--- config.mk ---
export PLATFORM = sky130hd
export DESIGN_NAME = peer_table_with_aging
export DESIGN_NICKNAME = d
export VERILOG_FILES = /design/src/sv/ptwa_pkg.sv /design/src/sv/peer_table_with_aging.sv /design/src/sv/ptwa_ram.sv /design/src/sv/ptwa_front.sv /design/src/sv/ptwa_back.sv
export SDC_FILE = /design/constraint.sdc
export NUM_CORES = 1
export LEC_CHECK = 0
export ABC_CLOCK_PERIOD_IN_PS = 9900
export BUFFER_PORTS_ARGS = -buffer_cell sky130_fd_sc_hd__buf_4
export CORE_MARGIN = 2
export CORE_UTILIZATION = 60
export CTS_BUF_LIST = sky130_fd_sc_hd__clkbuf_2 sky130_fd_sc_hd__clkbuf_4 sky130_fd_sc_hd__clkbuf_8
export DETAILED_ROUTE_END_ITERATION = 10
export PLACE_DENSITY = 0.81
export SLEW_MARGIN = 40
export SYNTH_ARGS = -nofsm -noshare
export SYNTH_HDL_FRONTEND = slang
export SYNTH_SLANG_ARGS = --single-unit
--- constraint.sdc ---
create_clock -name clk_i -period 9.9 [get_ports clk_i]
set_input_delay 0.495 -clock clk_i [delete_from_list [all_inputs] [get_ports clk_i]]
set_output_delay 0.495 -clock clk_i [all_outputs]
set_load 0.03 [all_outputs]
--- src/sv/ptwa_pkg.sv ---
// Shared types, widths and codes for the peer table with aging.
`default_nettype none

package ptwa_pkg;

  localparam int unsigned MAX_PEERS_DEF = 16;

  localparam int unsigned IP_W     = 32;
  localparam int unsigned PORT_W   = 16;
  localparam int unsigned TIME_W   = 16;
  localparam int unsigned REQ_W    = 2;
  localparam int unsigned STATUS_W = 3;
  localparam int unsigned SLOT_W   = 4;
  localparam int unsigned COUNT_W  = 5;
  localparam int unsigned ENTRY_W  = IP_W + PORT_W + TIME_W;

  localparam int unsigned S_TDATA_W = ((IP_W + PORT_W + 7) / 8) * 8;
  localparam int unsigned M_TDATA_W = ((SLOT_W + 2 * COUNT_W + 7) / 8) * 8;

  localparam logic [TIME_W-1:0] TIMEOUT_RST = TIME_W'(15);

  localparam logic [REQ_W-1:0] REQ_HELLO = 2'd0;
  localparam logic [REQ_W-1:0] REQ_TICK  = 2'd1;
  localparam logic [REQ_W-1:0] REQ_PURGE = 2'd2;

  localparam logic [STATUS_W-1:0] ST_ADDED     = 3'd0;
  localparam logic [STATUS_W-1:0] ST_REFRESHED = 3'd1;
  localparam logic [STATUS_W-1:0] ST_FULL      = 3'd2;
  localparam logic [STATUS_W-1:0] ST_TICK      = 3'd3;
  localparam logic [STATUS_W-1:0] ST_PURGE     = 3'd4;

  localparam int unsigned QDEPTH = 2;
  localparam int unsigned QPTR_W = (QDEPTH > 1) ? $clog2(QDEPTH) : 1;
  localparam int unsigned QCNT_W = $clog2(QDEPTH + 1);

  typedef enum logic [1:0] {
    OP_HELLO,
    OP_TICK,
    OP_PURGE
  } op_e;

  typedef struct packed {
    op_e               op;
    logic [IP_W-1:0]   ip;
    logic [PORT_W-1:0] port;
  } req_t;

  typedef struct packed {
    logic valid;
    req_t req;
  } qhead_t;

  typedef enum logic [2:0] {
    BK_IDLE,
    BK_WALK,
    BK_DRAIN,
    BK_DONE,
    BK_OUT
  } back_state_e;

endpackage

`default_nettype wire

--- src/sv/peer_table_with_aging.sv ---
// Peer table with aging: learns peers by IPv4 address and UDP port, refreshes
// their last-heard second on hello, advances the seconds counter on tick and
// removes stale peers on purge. Requests enter a two-deep queue and are carried
// out one at a time by a sequencer that reads one table slot per cycle from a
// single-write, single-read RAM. A tick needs no table walk; a hello or purge
// walks every slot, and each waits for the output to take its result. Valid
// bits are flip-flops cleared at reset, so no clearing pass is needed. Unused
// request codes are accepted and produce no response.
`default_nettype none

module peer_table_with_aging #(
  parameter int unsigned MAX_PEERS = ptwa_pkg::MAX_PEERS_DEF
) (
  input  wire logic                                clk_i,
  input  wire logic                                rst_ni,
  input  wire logic                                cfg_we_i,
  input  wire logic [ptwa_pkg::TIME_W-1:0]         cfg_wdata_i,
  input  wire logic                                s_axis_tvalid,
  output logic                                     s_axis_tready,
  // [31:0] peer_ip, [47:32] peer_port
  input  wire logic [ptwa_pkg::S_TDATA_W-1:0]      s_axis_tdata,
  // [1:0] req_type
  input  wire logic [ptwa_pkg::REQ_W-1:0]          s_axis_tuser,
  output logic                                     m_axis_tvalid,
  input  wire logic                                m_axis_tready,
  // [3:0] slot_index, [8:4] peer_count, [13:9] removed_count, rest zero
  output logic      [ptwa_pkg::M_TDATA_W-1:0]      m_axis_tdata,
  // [2:0] status
  output logic      [ptwa_pkg::STATUS_W-1:0]       m_axis_tuser
);

  localparam int unsigned IDX_W = (MAX_PEERS > 1) ? $clog2(MAX_PEERS) : 1;
  localparam int unsigned CNT_W = $clog2(MAX_PEERS + 1);
  localparam int unsigned RES_W = ptwa_pkg::SLOT_W + 2 * ptwa_pkg::COUNT_W;

  ptwa_pkg::qhead_t                  head;
  logic                              pop;
  logic                              ram_re;
  logic [IDX_W-1:0]                  ram_raddr;
  logic [ptwa_pkg::ENTRY_W-1:0]      ram_rdata;
  logic                              ram_we;
  logic [IDX_W-1:0]                  ram_waddr;
  logic [ptwa_pkg::ENTRY_W-1:0]      ram_wdata;
  logic [ptwa_pkg::SLOT_W-1:0]       res_slot;
  logic [ptwa_pkg::COUNT_W-1:0]      res_count;
  logic [ptwa_pkg::COUNT_W-1:0]      res_removed;

  ptwa_front u_front (
    .clk_i      (clk_i),
    .rst_ni     (rst_ni),
    .in_valid_i (s_axis_tvalid),
    .in_ready_o (s_axis_tready),
    .in_type_i  (s_axis_tuser),
    .in_ip_i    (s_axis_tdata[ptwa_pkg::IP_W-1:0]),
    .in_port_i  (s_axis_tdata[ptwa_pkg::IP_W +: ptwa_pkg::PORT_W]),
    .head_o     (head),
    .pop_i      (pop)
  );

  ptwa_back #(
    .MAX_PEERS (MAX_PEERS),
    .IDX_W     (IDX_W),
    .CNT_W     (CNT_W)
  ) u_back (
    .clk_i         (clk_i),
    .rst_ni        (rst_ni),
    .cfg_we_i      (cfg_we_i),
    .cfg_wdata_i   (cfg_wdata_i),
    .head_i        (head),
    .pop_o         (pop),
    .ram_re_o      (ram_re),
    .ram_raddr_o   (ram_raddr),
    .ram_rdata_i   (ram_rdata),
    .ram_we_o      (ram_we),
    .ram_waddr_o   (ram_waddr),
    .ram_wdata_o   (ram_wdata),
    .res_valid_o   (m_axis_tvalid),
    .res_ready_i   (m_axis_tready),
    .res_status_o  (m_axis_tuser),
    .res_slot_o    (res_slot),
    .res_count_o   (res_count),
    .res_removed_o (res_removed)
  );

  ptwa_ram #(
    .WIDTH (ptwa_pkg::ENTRY_W),
    .DEPTH (MAX_PEERS),
    .AW    (IDX_W)
  ) u_table (
    .clk_i   (clk_i),
    .we_i    (ram_we),
    .waddr_i (ram_waddr),
    .wdata_i (ram_wdata),
    .re_i    (ram_re),
    .raddr_i (ram_raddr),
    .rdata_o (ram_rdata)
  );

  assign m_axis_tdata = {{(ptwa_pkg::M_TDATA_W - RES_W){1'b0}}, res_removed, res_count, res_slot};

endmodule

`default_nettype wire

--- src/sv/ptwa_ram.sv ---
// Generic single-write, single-read RAM with registered read data.
`default_nettype none

module ptwa_ram #(
  parameter int unsigned WIDTH = 8,
  parameter int unsigned DEPTH = 16,
  parameter int unsigned AW    = (DEPTH > 1) ? $clog2(DEPTH) : 1
) (
  input  wire logic             clk_i,
  input  wire logic             we_i,
  input  wire logic [AW-1:0]    waddr_i,
  input  wire logic [WIDTH-1:0] wdata_i,
  input  wire logic             re_i,
  input  wire logic [AW-1:0]    raddr_i,
  output logic      [WIDTH-1:0] rdata_o
);

  logic [WIDTH-1:0] mem_q [DEPTH];

  always_ff @(posedge clk_i) begin
    if (we_i) begin
      mem_q[waddr_i] <= wdata_i;
    end
    if (re_i) begin
      rdata_o <= mem_q[raddr_i];
    end
  end

endmodule

`default_nettype wire

--- src/sv/ptwa_front.sv ---
// Front end: decodes incoming requests, drops unused codes, queues the rest.
`default_nettype none

module ptwa_front (
  input  wire logic                               clk_i,
  input  wire logic                               rst_ni,
  input  wire logic                               in_valid_i,
  output logic                                    in_ready_o,
  input  wire logic [ptwa_pkg::REQ_W-1:0]         in_type_i,
  input  wire logic [ptwa_pkg::IP_W-1:0]          in_ip_i,
  input  wire logic [ptwa_pkg::PORT_W-1:0]        in_port_i,
  output ptwa_pkg::qhead_t                        head_o,
  input  wire logic                               pop_i
);

  localparam logic [ptwa_pkg::QPTR_W-1:0] PTR_LAST = ptwa_pkg::QPTR_W'(ptwa_pkg::QDEPTH - 1);
  localparam logic [ptwa_pkg::QCNT_W-1:0] CNT_FULL = ptwa_pkg::QCNT_W'(ptwa_pkg::QDEPTH);

  ptwa_pkg::req_t                  mem_q [ptwa_pkg::QDEPTH];
  logic [ptwa_pkg::QPTR_W-1:0]     wr_ptr_q, wr_ptr_d;
  logic [ptwa_pkg::QPTR_W-1:0]     rd_ptr_q, rd_ptr_d;
  logic [ptwa_pkg::QCNT_W-1:0]     cnt_q, cnt_d;
  ptwa_pkg::req_t                  dec_req;
  logic                            dec_keep;
  logic                            push;
  logic                            pop;

  // Classify the request; an unused code is taken and dropped.
  always_comb begin
    dec_req.ip   = in_ip_i;
    dec_req.port = in_port_i;
    dec_req.op   = ptwa_pkg::OP_HELLO;
    dec_keep     = 1'b1;
    unique case (in_type_i)
      ptwa_pkg::REQ_HELLO: dec_req.op = ptwa_pkg::OP_HELLO;
      ptwa_pkg::REQ_TICK:  dec_req.op = ptwa_pkg::OP_TICK;
      ptwa_pkg::REQ_PURGE: dec_req.op = ptwa_pkg::OP_PURGE;
      default:             dec_keep   = 1'b0;
    endcase
  end

  assign in_ready_o   = (cnt_q != CNT_FULL);
  assign push         = in_valid_i && in_ready_o && dec_keep;
  assign pop          = pop_i && (cnt_q != '0);
  assign head_o.valid = (cnt_q != '0);
  assign head_o.req   = mem_q[rd_ptr_q];

  always_comb begin
    wr_ptr_d = wr_ptr_q;
    rd_ptr_d = rd_ptr_q;
    cnt_d    = cnt_q;
    if (push) begin
      wr_ptr_d = (wr_ptr_q == PTR_LAST) ? '0 : wr_ptr_q + 1'b1;
    end
    if (pop) begin
      rd_ptr_d = (rd_ptr_q == PTR_LAST) ? '0 : rd_ptr_q + 1'b1;
    end
    if (push && !pop) begin
      cnt_d = cnt_q + 1'b1;
    end else if (pop && !push) begin
      cnt_d = cnt_q - 1'b1;
    end
  end

  always_ff @(posedge clk_i or negedge rst_ni) begin
    if (!rst_ni) begin
      wr_ptr_q <= '0;
      rd_ptr_q <= '0;
      cnt_q    <= '0;
    end else begin
      wr_ptr_q <= wr_ptr_d;
      rd_ptr_q <= rd_ptr_d;
      cnt_q    <= cnt_d;
    end
  end

  always_ff @(posedge clk_i) begin
    if (push) begin
      mem_q[wr_ptr_q] <= dec_req;
    end
  end

endmodule

`default_nettype wire

--- src/sv/ptwa_back.sv ---
// Back end: walks the peer table one slot a cycle to carry out a hello or purge; a tick needs no walk.
`default_nettype none

module ptwa_back #(
  parameter int unsigned MAX_PEERS = ptwa_pkg::MAX_PEERS_DEF,
  parameter int unsigned IDX_W     = (MAX_PEERS > 1) ? $clog2(MAX_PEERS) : 1,
  parameter int unsigned CNT_W     = $clog2(MAX_PEERS + 1)
) (
  input  wire logic                               clk_i,
  input  wire logic                               rst_ni,
  input  wire logic                               cfg_we_i,
  input  wire logic [ptwa_pkg::TIME_W-1:0]        cfg_wdata_i,
  input  wire ptwa_pkg::qhead_t                   head_i,
  output logic                                    pop_o,
  output logic                                    ram_re_o,
  output logic      [IDX_W-1:0]                   ram_raddr_o,
  input  wire logic [ptwa_pkg::ENTRY_W-1:0]       ram_rdata_i,
  output logic                                    ram_we_o,
  output logic      [IDX_W-1:0]                   ram_waddr_o,
  output logic      [ptwa_pkg::ENTRY_W-1:0]       ram_wdata_o,
  output logic                                    res_valid_o,
  input  wire logic                               res_ready_i,
  output logic      [ptwa_pkg::STATUS_W-1:0]      res_status_o,
  output logic      [ptwa_pkg::SLOT_W-1:0]        res_slot_o,
  output logic      [ptwa_pkg::COUNT_W-1:0]       res_count_o,
  output logic      [ptwa_pkg::COUNT_W-1:0]       res_removed_o
);

  localparam logic [IDX_W-1:0] LAST_IDX = IDX_W'(MAX_PEERS - 1);

  ptwa_pkg::back_state_e            state_q, state_d;
  ptwa_pkg::req_t                   item_q, item_d;
  logic [IDX_W-1:0]                 rd_idx_q, rd_idx_d;
  logic                             cmp_vld_q, cmp_vld_d;
  logic [IDX_W-1:0]                 cmp_idx_q, cmp_idx_d;
  logic                             hit_q, hit_d;
  logic [IDX_W-1:0]                 hit_slot_q, hit_slot_d;
  logic                             free_q, free_d;
  logic [IDX_W-1:0]                 free_slot_q, free_slot_d;
  logic [CNT_W-1:0]                 removed_q, removed_d;
  logic [CNT_W-1:0]                 cnt_q, cnt_d;
  logic [ptwa_pkg::TIME_W-1:0]      now_q, now_d;
  logic [ptwa_pkg::TIME_W-1:0]      timeout_q;
  logic [MAX_PEERS-1:0]             valid_q, valid_d;
  logic [ptwa_pkg::STATUS_W-1:0]    res_status_q, res_status_d;
  logic [IDX_W-1:0]                 res_slot_q, res_slot_d;

  logic [ptwa_pkg::IP_W-1:0]        rd_ip;
  logic [ptwa_pkg::PORT_W-1:0]      rd_port;
  logic [ptwa_pkg::TIME_W-1:0]      rd_last;
  logic [ptwa_pkg::TIME_W-1:0]      age;
  logic                             key_match;

  logic [ptwa_pkg::SLOT_W+IDX_W-1:0]    slot_ext;
  logic [ptwa_pkg::COUNT_W+CNT_W-1:0]   cnt_ext;
  logic [ptwa_pkg::COUNT_W+CNT_W-1:0]   removed_ext;

  assign rd_ip     = ram_rdata_i[ptwa_pkg::ENTRY_W-1 -: ptwa_pkg::IP_W];
  assign rd_port   = ram_rdata_i[ptwa_pkg::TIME_W +: ptwa_pkg::PORT_W];
  assign rd_last   = ram_rdata_i[ptwa_pkg::TIME_W-1:0];
  assign age       = now_q - rd_last;
  assign key_match = (rd_ip == item_q.ip) && (rd_port == item_q.port);

  // Next state
  always_comb begin
    state_d = state_q;
    unique case (state_q)
      ptwa_pkg::BK_IDLE: begin
        if (head_i.valid) begin
          state_d = (head_i.req.op == ptwa_pkg::OP_TICK) ? ptwa_pkg::BK_OUT
                                                          : ptwa_pkg::BK_WALK;
        end
      end
      ptwa_pkg::BK_WALK: begin
        if (rd_idx_q == LAST_IDX) begin
          state_d = ptwa_pkg::BK_DRAIN;
        end
      end
      ptwa_pkg::BK_DRAIN: state_d = ptwa_pkg::BK_DONE;
      ptwa_pkg::BK_DONE:  state_d = ptwa_pkg::BK_OUT;
      ptwa_pkg::BK_OUT: begin
        if (res_ready_i) begin
          state_d = ptwa_pkg::BK_IDLE;
        end
      end
      default: state_d = ptwa_pkg::BK_IDLE;
    endcase
  end

  // Outputs
  always_comb begin
    pop_o       = (state_q == ptwa_pkg::BK_IDLE) && head_i.valid;
    ram_re_o    = (state_q == ptwa_pkg::BK_WALK);
    ram_raddr_o = rd_idx_q;
    ram_we_o    = (state_q == ptwa_pkg::BK_DONE) && (item_q.op == ptwa_pkg::OP_HELLO) &&
                  (hit_q || free_q);
    ram_waddr_o = hit_q ? hit_slot_q : free_slot_q;
    ram_wdata_o = {item_q.ip, item_q.port, now_q};
    res_valid_o = (state_q == ptwa_pkg::BK_OUT);
  end

  // Datapath
  always_comb begin
    item_d       = item_q;
    rd_idx_d     = rd_idx_q;
    cmp_vld_d    = (state_q == ptwa_pkg::BK_WALK);
    cmp_idx_d    = rd_idx_q;
    hit_d        = hit_q;
    hit_slot_d   = hit_slot_q;
    free_d       = free_q;
    free_slot_d  = free_slot_q;
    removed_d    = removed_q;
    cnt_d        = cnt_q;
    now_d        = now_q;
    valid_d      = valid_q;
    res_status_d = res_status_q;
    res_slot_d   = res_slot_q;

    if ((state_q == ptwa_pkg::BK_IDLE) && head_i.valid) begin
      item_d     = head_i.req;
      rd_idx_d   = '0;
      hit_d      = 1'b0;
      free_d     = 1'b0;
      removed_d  = '0;
      res_slot_d = '0;
      if (head_i.req.op == ptwa_pkg::OP_TICK) begin
        now_d        = now_q + 1'b1;
        res_status_d = ptwa_pkg::ST_TICK;
      end
    end

    if (state_q == ptwa_pkg::BK_WALK) begin
      rd_idx_d = rd_idx_q + 1'b1;
    end

    // Compare stage: one slot's data arrives each cycle behind the read.
    if (cmp_vld_q) begin
      if (item_q.op == ptwa_pkg::OP_HELLO) begin
        if (valid_q[cmp_idx_q]) begin
          if (!hit_q && key_match) begin
            hit_d      = 1'b1;
            hit_slot_d = cmp_idx_q;
          end
        end else if (!free_q) begin
          free_d      = 1'b1;
          free_slot_d = cmp_idx_q;
        end
      end else if (item_q.op == ptwa_pkg::OP_PURGE) begin
        if (valid_q[cmp_idx_q] && (age > timeout_q)) begin
          valid_d[cmp_idx_q] = 1'b0;
          removed_d          = removed_q + 1'b1;
          cnt_d              = cnt_q - 1'b1;
        end
      end
    end

    if (state_q == ptwa_pkg::BK_DONE) begin
      if (item_q.op == ptwa_pkg::OP_HELLO) begin
        if (hit_q) begin
          res_status_d = ptwa_pkg::ST_REFRESHED;
          res_slot_d   = hit_slot_q;
        end else if (free_q) begin
          res_status_d         = ptwa_pkg::ST_ADDED;
          res_slot_d           = free_slot_q;
          valid_d[free_slot_q] = 1'b1;
          cnt_d                = cnt_q + 1'b1;
        end else begin
          res_status_d = ptwa_pkg::ST_FULL;
          res_slot_d   = '0;
        end
      end else begin
        res_status_d = ptwa_pkg::ST_PURGE;
        res_slot_d   = '0;
      end
    end
  end

  always_ff @(posedge clk_i or negedge rst_ni) begin
    if (!rst_ni) begin
      state_q   <= ptwa_pkg::BK_IDLE;
      cmp_vld_q <= 1'b0;
      hit_q     <= 1'b0;
      free_q    <= 1'b0;
      removed_q <= '0;
      cnt_q     <= '0;
      now_q     <= '0;
      timeout_q <= ptwa_pkg::TIMEOUT_RST;
      valid_q   <= '0;
    end else begin
      state_q   <= state_d;
      cmp_vld_q <= cmp_vld_d;
      hit_q     <= hit_d;
      free_q    <= free_d;
      removed_q <= removed_d;
      cnt_q     <= cnt_d;
      now_q     <= now_d;
      valid_q   <= valid_d;
      if (cfg_we_i) begin
        timeout_q <= cfg_wdata_i;
      end
    end
  end

  always_ff @(posedge clk_i) begin
    item_q       <= item_d;
    rd_idx_q     <= rd_idx_d;
    cmp_idx_q    <= cmp_idx_d;
    hit_slot_q   <= hit_slot_d;
    free_slot_q  <= free_slot_d;
    res_status_q <= res_status_d;
    res_slot_q   <= res_slot_d;
  end

  // Report fields are cut to their fixed widths.
  assign slot_ext      = {{ptwa_pkg::SLOT_W{1'b0}}, res_slot_q};
  assign cnt_ext       = {{ptwa_pkg::COUNT_W{1'b0}}, cnt_q};
  assign removed_ext   = {{ptwa_pkg::COUNT_W{1'b0}}, removed_q};
  assign res_status_o  = res_status_q;
  assign res_slot_o    = slot_ext[ptwa_pkg::SLOT_W-1:0];
  assign res_count_o   = cnt_ext[ptwa_pkg::COUNT_W-1:0];
  assign res_removed_o = removed_ext[ptwa_pkg::COUNT_W-1:0];

endmodule

`default_nettype wire
==> results.py, run 1 <==
metrics = {
    "pwr": {
        "power_density_nw_per_um2": 270,
        "p_sw_share_pct": 28.7,
        "netSwitchingPower_mw": 4.52,
        "ir_drop_v": 0.000187,
        "p_int_mw": 11.2,
        "p_leak_nw": 19.3,
        "combPwrFrac_pct": 23.0,
        "pwr-share-clk_pct": 27.9,
        "seq_power_share_pct": 49.2,
    },
    "critical_path": {
        "setup.worst_path.class": "reg -> reg",
        "worstPathArrival_ns": 5.76,
        "worstPathRequired_ns": 10.58,
        "endpoint_kind": "flop",
        "start_kind": "flop",
        "critPathMaxFanout": 33,
    },
    "sta": {
        "timing.setup.tns_ns": 0,
        "period_needed_ns": 5.08,
        "hold_violations": 0,
        "worst_slack_ns": 4.82,
        "worst_pin_slew_ns": 0.911,
        "setup_viol": 0,
        "maxSlewHeadroom_pct": 38.7,
        "maxSlewViolCount": 0,
        "clock.fmax_ghz": 0.197,
        "finClkSkew_ns": 0.0328,
        "fin_crit_sh_pct": 51.3,
        "grt_setup_unrepaired": "no",
    },
    "yosys": {
        "async_flop_share_pct": 5.12,
        "synthDistinctLibCells": 65,
        "synth-seq-cells": 1329,
        "synth_area_sq_um": 51200,
        "yosysWarningCount": 0,
        "dominantRegCellSynth": "edfxtp_1",
        "yosysSeqAreaShare_pct": 77.3,
        "synth.avg_cell_area_sq_um": 22.0,
        "synth_enable_flop_cells": 1257,
        "postSynthCellCount": 2329,
    },
    "status": {
        "status": "finished clean",
    },
    "floorplan": {
        "start_util_pct": 60.3,
        "core-area_sq_um": 84900,
        "die-area_sq_um": 87600,
        "die_h_microns": 296,
        "io_pins": 92,
        "rows": 107,
        "die_w_microns": 296,
    },
    "place": {
        "place.gp.congestion": 0.813,
        "hpwl_microns": 58200,
        "io_buffer_count": 89,
        "dpl_worst_slack_ns": 4.98,
    },
    "routing": {
        "wl_per_cell_microns": 28.3,
        "drt_pass1_iterations": 8,
        "vias": 25200,
        "routed_wl_microns": 112000,
        "remaining_drc_errors": 0,
        "dr.first_iter.drc_count": 3022,
        "vias_per_cell": 6.35,
        "antenna_left": 0,
    },
    "global_routing": {
        "grt_pass1_vias": 26000,
        "antenna_found_initial": 4,
        "grt_overflow": 0,
        "grt_first_pass_wirelength_microns": 165000,
        "grt_start_max_net_pins": 81,
        "grtUsageTotal_pct": 26.3,
    },
    "clock_tree": {
        "cts_tree": "yes",
        "clkTransAtPathRegs_ns": 0.06,
        "htreeDepth": 4,
        "clockBufferDepth": 3,
        "numCtsBuffers": 196,
        "cts.sinks": 1329,
        "root_buffer": "clkbuf_8",
        "clkLatencyLatePin_ns": 0.85,
    },
    "cells_and_area": {
        "num-fill-cells": 4910,
        "fin_nets": 2763,
        "drive_gt1_share_pct": 31.1,
        "area_growth_pct": 14.0,
        "multi_input_area_sq_um": 11100,
        "seq_area_sq_um": 39500,
    },
    "run": {
        "maxCapViolCount": 0,
    },
    "worst_hold_path": {
        "hp-class": "in -> reg",
    },
}
[worst max-delay path, stage by stage (launching register included)]
cell and delay (ns):
dfrtp_1 0.69, inv_1 0.17, ha_1 0.25, nor2b_1 0.10, o21ai_0 0.10, a21boi_0 0.39
a21oi_1 0.16, a311oi_1 0.51, a221oi_1 0.19, xnor2_1 0.18, ha_1 0.32, nand3_1 0.11
or3_1 0.37, o21ai_0 0.21, a211o_1 0.17, nand3_4 0.32, o41ai_1 0.47, o21ai_0 0.19
[cells in the mapped netlist (all sizes together), types with 10 or more instances]
cell type	n	area, sq um
buf	36	189
nand4	12	81.3
nor2	50	193
nand3	22	123
dfrtp	64	1600
nand2b	12	75.1
a21oi	20	100
ha	37	463
xor2	40	350
inv	57	214
clkbuf	63	238
o21ai	52	260
edfxtp	1257	37700
mux4	324	7300
nand2	66	248
mux2	50	563
xnor2	39	342
nor2b	10	62.6
[per-layer routing]
metal / GRT usage, % / routed length, microns
met2: 44.1 / 57600
met5: 0 / 0
met3: 5.11 / 9610
met1: 35.3 / 42000
met4: 8.50 / 2700
[final timing paths]
check,from,to,slack (ns),cells after the start
min in group asynchronous,rst_ni,u_back.valid_q[15]$_DFF_PN0_,0.24,2
min,s_axis_tvalid,u_front.wr_ptr_q$_DFFE_PN0P_,0.05,3
max in group asynchronous,rst_ni,u_back.hit_q$_DFF_PN0_,9.16,2
min reg2reg,u_back.valid_q[2]$_DFF_PN0_,u_back.valid_q[2]$_DFF_PN0_,0.52,2
max,u_back.now_q[0]$_DFFE_PN0P_,u_back.valid_q[3]$_DFF_PN0_,4.82,17
max reg2reg,u_back.now_q[0]$_DFFE_PN0P_,u_back.valid_q[3]$_DFF_PN0_,4.82,17
[cell usage in the layout (no fill, tap or decap), types with 10 or more instances in the layout]
cell,Yosys,routed
a21oi_1,20,19
buf_4,3,121
buf_6,1,18
clkbuf_4,0,67
clkbuf_8,0,202
clkinv_1,0,44
clkinv_2,0,24
dfrtp_1,64,62
dlygate4sd3_1,0,77
edfxtp_1,1257,1257
ha_1,37,37
inv_1,57,55
mux2_2,50,50
mux4_2,324,324
nand2_1,66,66
nand2b_1,12,12
nand3_1,21,21
nand4_1,11,11
nor2_1,48,31
nor2_4,0,17
nor2b_1,10,10
o21ai_0,52,50
xnor2_1,39,39
xor2_1,40,40
[registers in the layout, indices dropped and copies added (netlist names), 5 cells and up]
| signal | cells |
|---|---|
| u_back.now_q | 16 |
| u_back.ram_wdata_o | 48 |
| u_back.res_count_o | 5 |
| u_back.res_removed_o | 5 |
| u_back.timeout_q | 16 |
| u_back.valid_q | 16 |
| u_front.mem_q | 100 |
| u_table.mem_q | 1024 |
| u_table.rdata_o | 64 |
[final cells by class]
class	instances	area share, %
sequential	1329	67.8
tap	1144	2.45
inverter	57	0.369
timing repair buffer	225	3.57
clock buffer	268	5.61
antenna	4	0.0172
multi-input combinational	845	19.1
clock inverter	87	1.09
[power groups by stage]
stage / registers (mW) / logic (mW) / clock network, mW
global placement: 7.81 / 3.37 / 0
floorplan: 7.62 / 2.62 / 0
global route: 7.82 / 3.86 / 4.68
finish: 7.75 / 3.62 / 4.39
detailed placement: 7.85 / 3.57 / 0
CTS: 7.74 / 3.62 / 4.44
[cells by family (layout without fill, tap and decap cells)]
logic type	after synthesis	after routing	synth area share, %
multiplexers	380	380	15.5
adder cells (fa/ha/maj)	38	38	0.944
AND/OR/NAND/NOR	220	220	2.16
XOR/XNOR	79	79	1.35
flip-flops	1329	1329	77.3
AO/OA/AOI/OAI	126	126	1.54
buffers and inverters	156	637	1.25
other	1	6	0.00733
[through the flow]
step	area, sq um	hold WS, ns	utilization, %	cells	power [mW]
floorplan	51200	0.199	-	2330	10.2
global placement	53300	0.477	62.8	3511	11.2
detailed placement	53600	0.504	63.1	3520	11.4
CTS	58200	0.00303	68.6	3952	15.8
global route	58300	0.0651	68.7	3956	16.4
finish	58300	0.0526	68.7	3959	15.8
[timing repair]
action                                  in CTS  in global routing
hold endpoints to repair                   181                  0
gates resized for setup                      0                  0
hold buffers                                77                  0
endpoints found under the setup margin       0                  0
buffers inserted                             0                  0
Note: power is estimated with default switching activity, not from simulation.
==> run 2, diff against run 1 <==
- ABC_CLOCK_PERIOD_IN_PS: 9900 -> 4940
- clock period: 9.9 -> 4.94 ns (I/O delays scaled with it)
==> results.py, run 2 (synthesized netlist as in run 1, its figures left out) <==
metrics = {
    "pwr": {
        "total_power_mw": 31.3,
        "ir_drop_v": 0.000422,
        "power_density_nw_per_um2": 534,
        "p_leak_nw": 19.3,
    },
    "place": {
        "io_buffer_count": 89,
        "placed_cells": 3515,
        "hpwl_microns": 56600,
        "place.gp.congestion": 0.780,
    },
    "routing": {
        "antenna_left": 0,
        "routed_wl_microns": 109000,
        "remaining_drc_errors": 0,
        "drt_pass1_iterations": 5,
        "wl_per_cell_microns": 27.5,
        "dr.first_iter.drc_count": 3015,
        "vias_per_cell": 6.30,
        "vias": 25000,
    },
    "cells_and_area": {
        "fin_cells": 3975,
        "top_register": "u_table.mem_q",
        "largestRegisters": "u_table.mem_q x1024, u_front.mem_q x100, u_table.rdata_o x64",
        "fin_nets": 2782,
        "num-fill-cells": 4945,
        "area_growth_pct": 14.4,
        "drive_gt1_share_pct": 30.5,
        "largest_reg_flops": 1024,
        "final_common_cell": "edfxtp_1",
        "layout_common_cells": "edfxtp_1, mux4_2, clkbuf_8, buf_4, dlygate4sd3_1",
    },
    "critical_path": {
        "crit_top_cell": "o21ai_0",
        "slowest_stage": "o41ai_1",
        "slowest_delay_ns": 0.46,
        "path_cells": "buf_4 -> inv_1 -> fa_1 -> nor2b_1 -> o21ai_0 -> a21oi_1 -> o21ai_0 -> a21bo_2 -> a31oi_1 -> xor2_1 -> ha_1 -> nand3_1 -> or3_1 -> o21ai_0 -> a211o_1 -> nand3_4 -> o41ai_1 -> o21ai_0",
        "setup.worst_path.class": "reg -> reg",
        "start_kind": "flop",
        "crit_start": "u_back.now_q[1]$_DFFE_PN0P_",
        "critPathMaxFanout": 33,
        "r2r_start": "u_back.now_q[1]$_DFFE_PN0P_",
        "worstPathArrival_ns": 5.36,
        "endpoint_kind": "flop",
        "worstPathRequired_ns": 5.64,
    },
    "sta": {
        "hold_ws_ns": 0.107,
        "period_needed_ns": 4.67,
        "timing.setup.tns_ns": 0,
        "maxSlewHeadroom_pct": 44.0,
        "setup_viol": 0,
        "maxSlewViolCount": 0,
        "clock.fmax_ghz": 0.214,
        "hold_violations": 0,
        "grt_setup_unrepaired": "no",
        "fin_crit_sh_pct": 94.5,
        "worst_pin_slew_ns": 0.840,
        "finClkSkew_ns": 0.0369,
    },
    "floorplan": {
        "io_pins": 92,
        "core-area_sq_um": 84900,
        "die_h_microns": 296,
        "start_util_pct": 60.3,
        "die-area_sq_um": 87600,
        "rows": 107,
        "die_w_microns": 296,
    },
    "global_routing": {
        "grt_start_max_net_pins": 95,
        "grt_first_pass_wirelength_microns": 163000,
        "met1_usage_pct": 35.4,
        "grt-busiest-layer": "met2",
        "grtUsageTotal_pct": 25.7,
        "grt_use_met2_pct": 43.0,
        "grtUsageMet3_pct": 4.46,
        "grt_pass1_vias": 26100,
        "grt_overflow": 0,
        "antenna_found_initial": 2,
    },
    "clock_tree": {
        "clockBufferDepth": 3,
        "htreeDepth": 4,
        "clkLatencyLatePin_ns": 0.87,
        "numCtsBuffers": 197,
        "cts_tree": "yes",
        "clkTransAtPathRegs_ns": 0.06,
        "root_buffer": "clkbuf_8",
        "cts.sinks": 1329,
    },
    "worst_hold_path": {
        "hp-start": "s_axis_tdata[37]",
        "hp-class": "in -> reg",
    },
    "run": {
        "maxCapViolCount": 0,
    },
    "status": {
        "status": "finished clean",
    },
}
[run 2: cell types whose count changed in the layout (fill, tap and decap cells not counted), moves of 5 or more]
cell / delta
buf_12: +17
buf_6: -16
clkbuf_4: -6
clkinv_1: +6
clkinv_2: +5
dlygate4sd3_1: +25
[run 2: final timing paths]
kind,end,slack (ns),cells after the start
worst max-delay path,u_back.valid_q[3]$_DFF_PN0_,0.27,18
worst min-delay path,u_front.mem_q[0][5]$_DFFE_PP_,0.11,2
worst max register to register,u_back.valid_q[3]$_DFF_PN0_,0.27,18
worst min register to register,u_back.res_count_o[4]$_DFF_PN0_,0.49,1
max in group asynchronous,u_back.now_q[6]$_DFFE_PN0P_,4.06,4
min in group asynchronous,u_back.timeout_q[2]$_DFFE_PN1P_,0.48,3
[run 2: layout make-up]
cell class	instances	area, sq um	share of cell area (%)
sequential	1329	39500	67.5
multi-input combinational	845	11100	19.0
clock buffer	259	3180	5.44
timing repair buffer	243	2380	4.06
tap	1144	1430	2.45
clock inverter	97	641	1.09
inverter	57	215	0.368
antenna	1	2.50	0.00428
[run 2: report_power, final]
group / internal (mW) / leakage (nW) / switching, mW
registers: 14.3 / 12.4 / 1.15
clock network: 4.42 / 2.03 / 4.19
logic: 3.47 / 4.87 / 3.72
total: 22.2 / 19.3 / 9.07
[run 2: per-stage QoR]
| step | setup slack (ns) | area (sq um) | util [%] |
|---|---|---|---|
| 5_1_grt | 0.0275 | 58500 | 69.0 |
| 4_1_cts | 0.317 | 58500 | 68.9 |
| 3_5_place_dp | 0.307 | 53600 | 63.2 |
| 3_3_place_gp | 0.676 | 53600 | 63.1 |
| 2_1_floorplan | 0.235 | 51200 | - |
| 6_report | 0.272 | 58500 | 69.0 |
[run 2: worst max-delay path, delay by kind of cell, from the launching register on]
kind | cells | cell delay, ns
AOI/OAI and AO/OA | 9 | 1.98
xor gates and xnor gates | 1 | 0.11
DFF | 1 | 0.35
and+or+nand+nor | 4 | 0.96
adders and majority gates | 2 | 0.77
buffers and inverters | 2 | 0.34
[run 2: what timing repair did]
action,in CTS,in global routing
gates resized for setup,0,2
endpoints found under the setup margin,0,4
setup buffers,0,0
hold buffers,103,0
endpoints found under the hold margin,188,0
[run 2: layer usage]
layer / up-vias / wire length [microns] / share of wire [%]
li1: 10300 / - / -
met1: 13200 / 42000 / 38
met2: 1349 / 56400 / 52
met3: 185 / 8470 / 7.8
met4: 0 / 2350 / 2.2
met5: - / 0 / 0
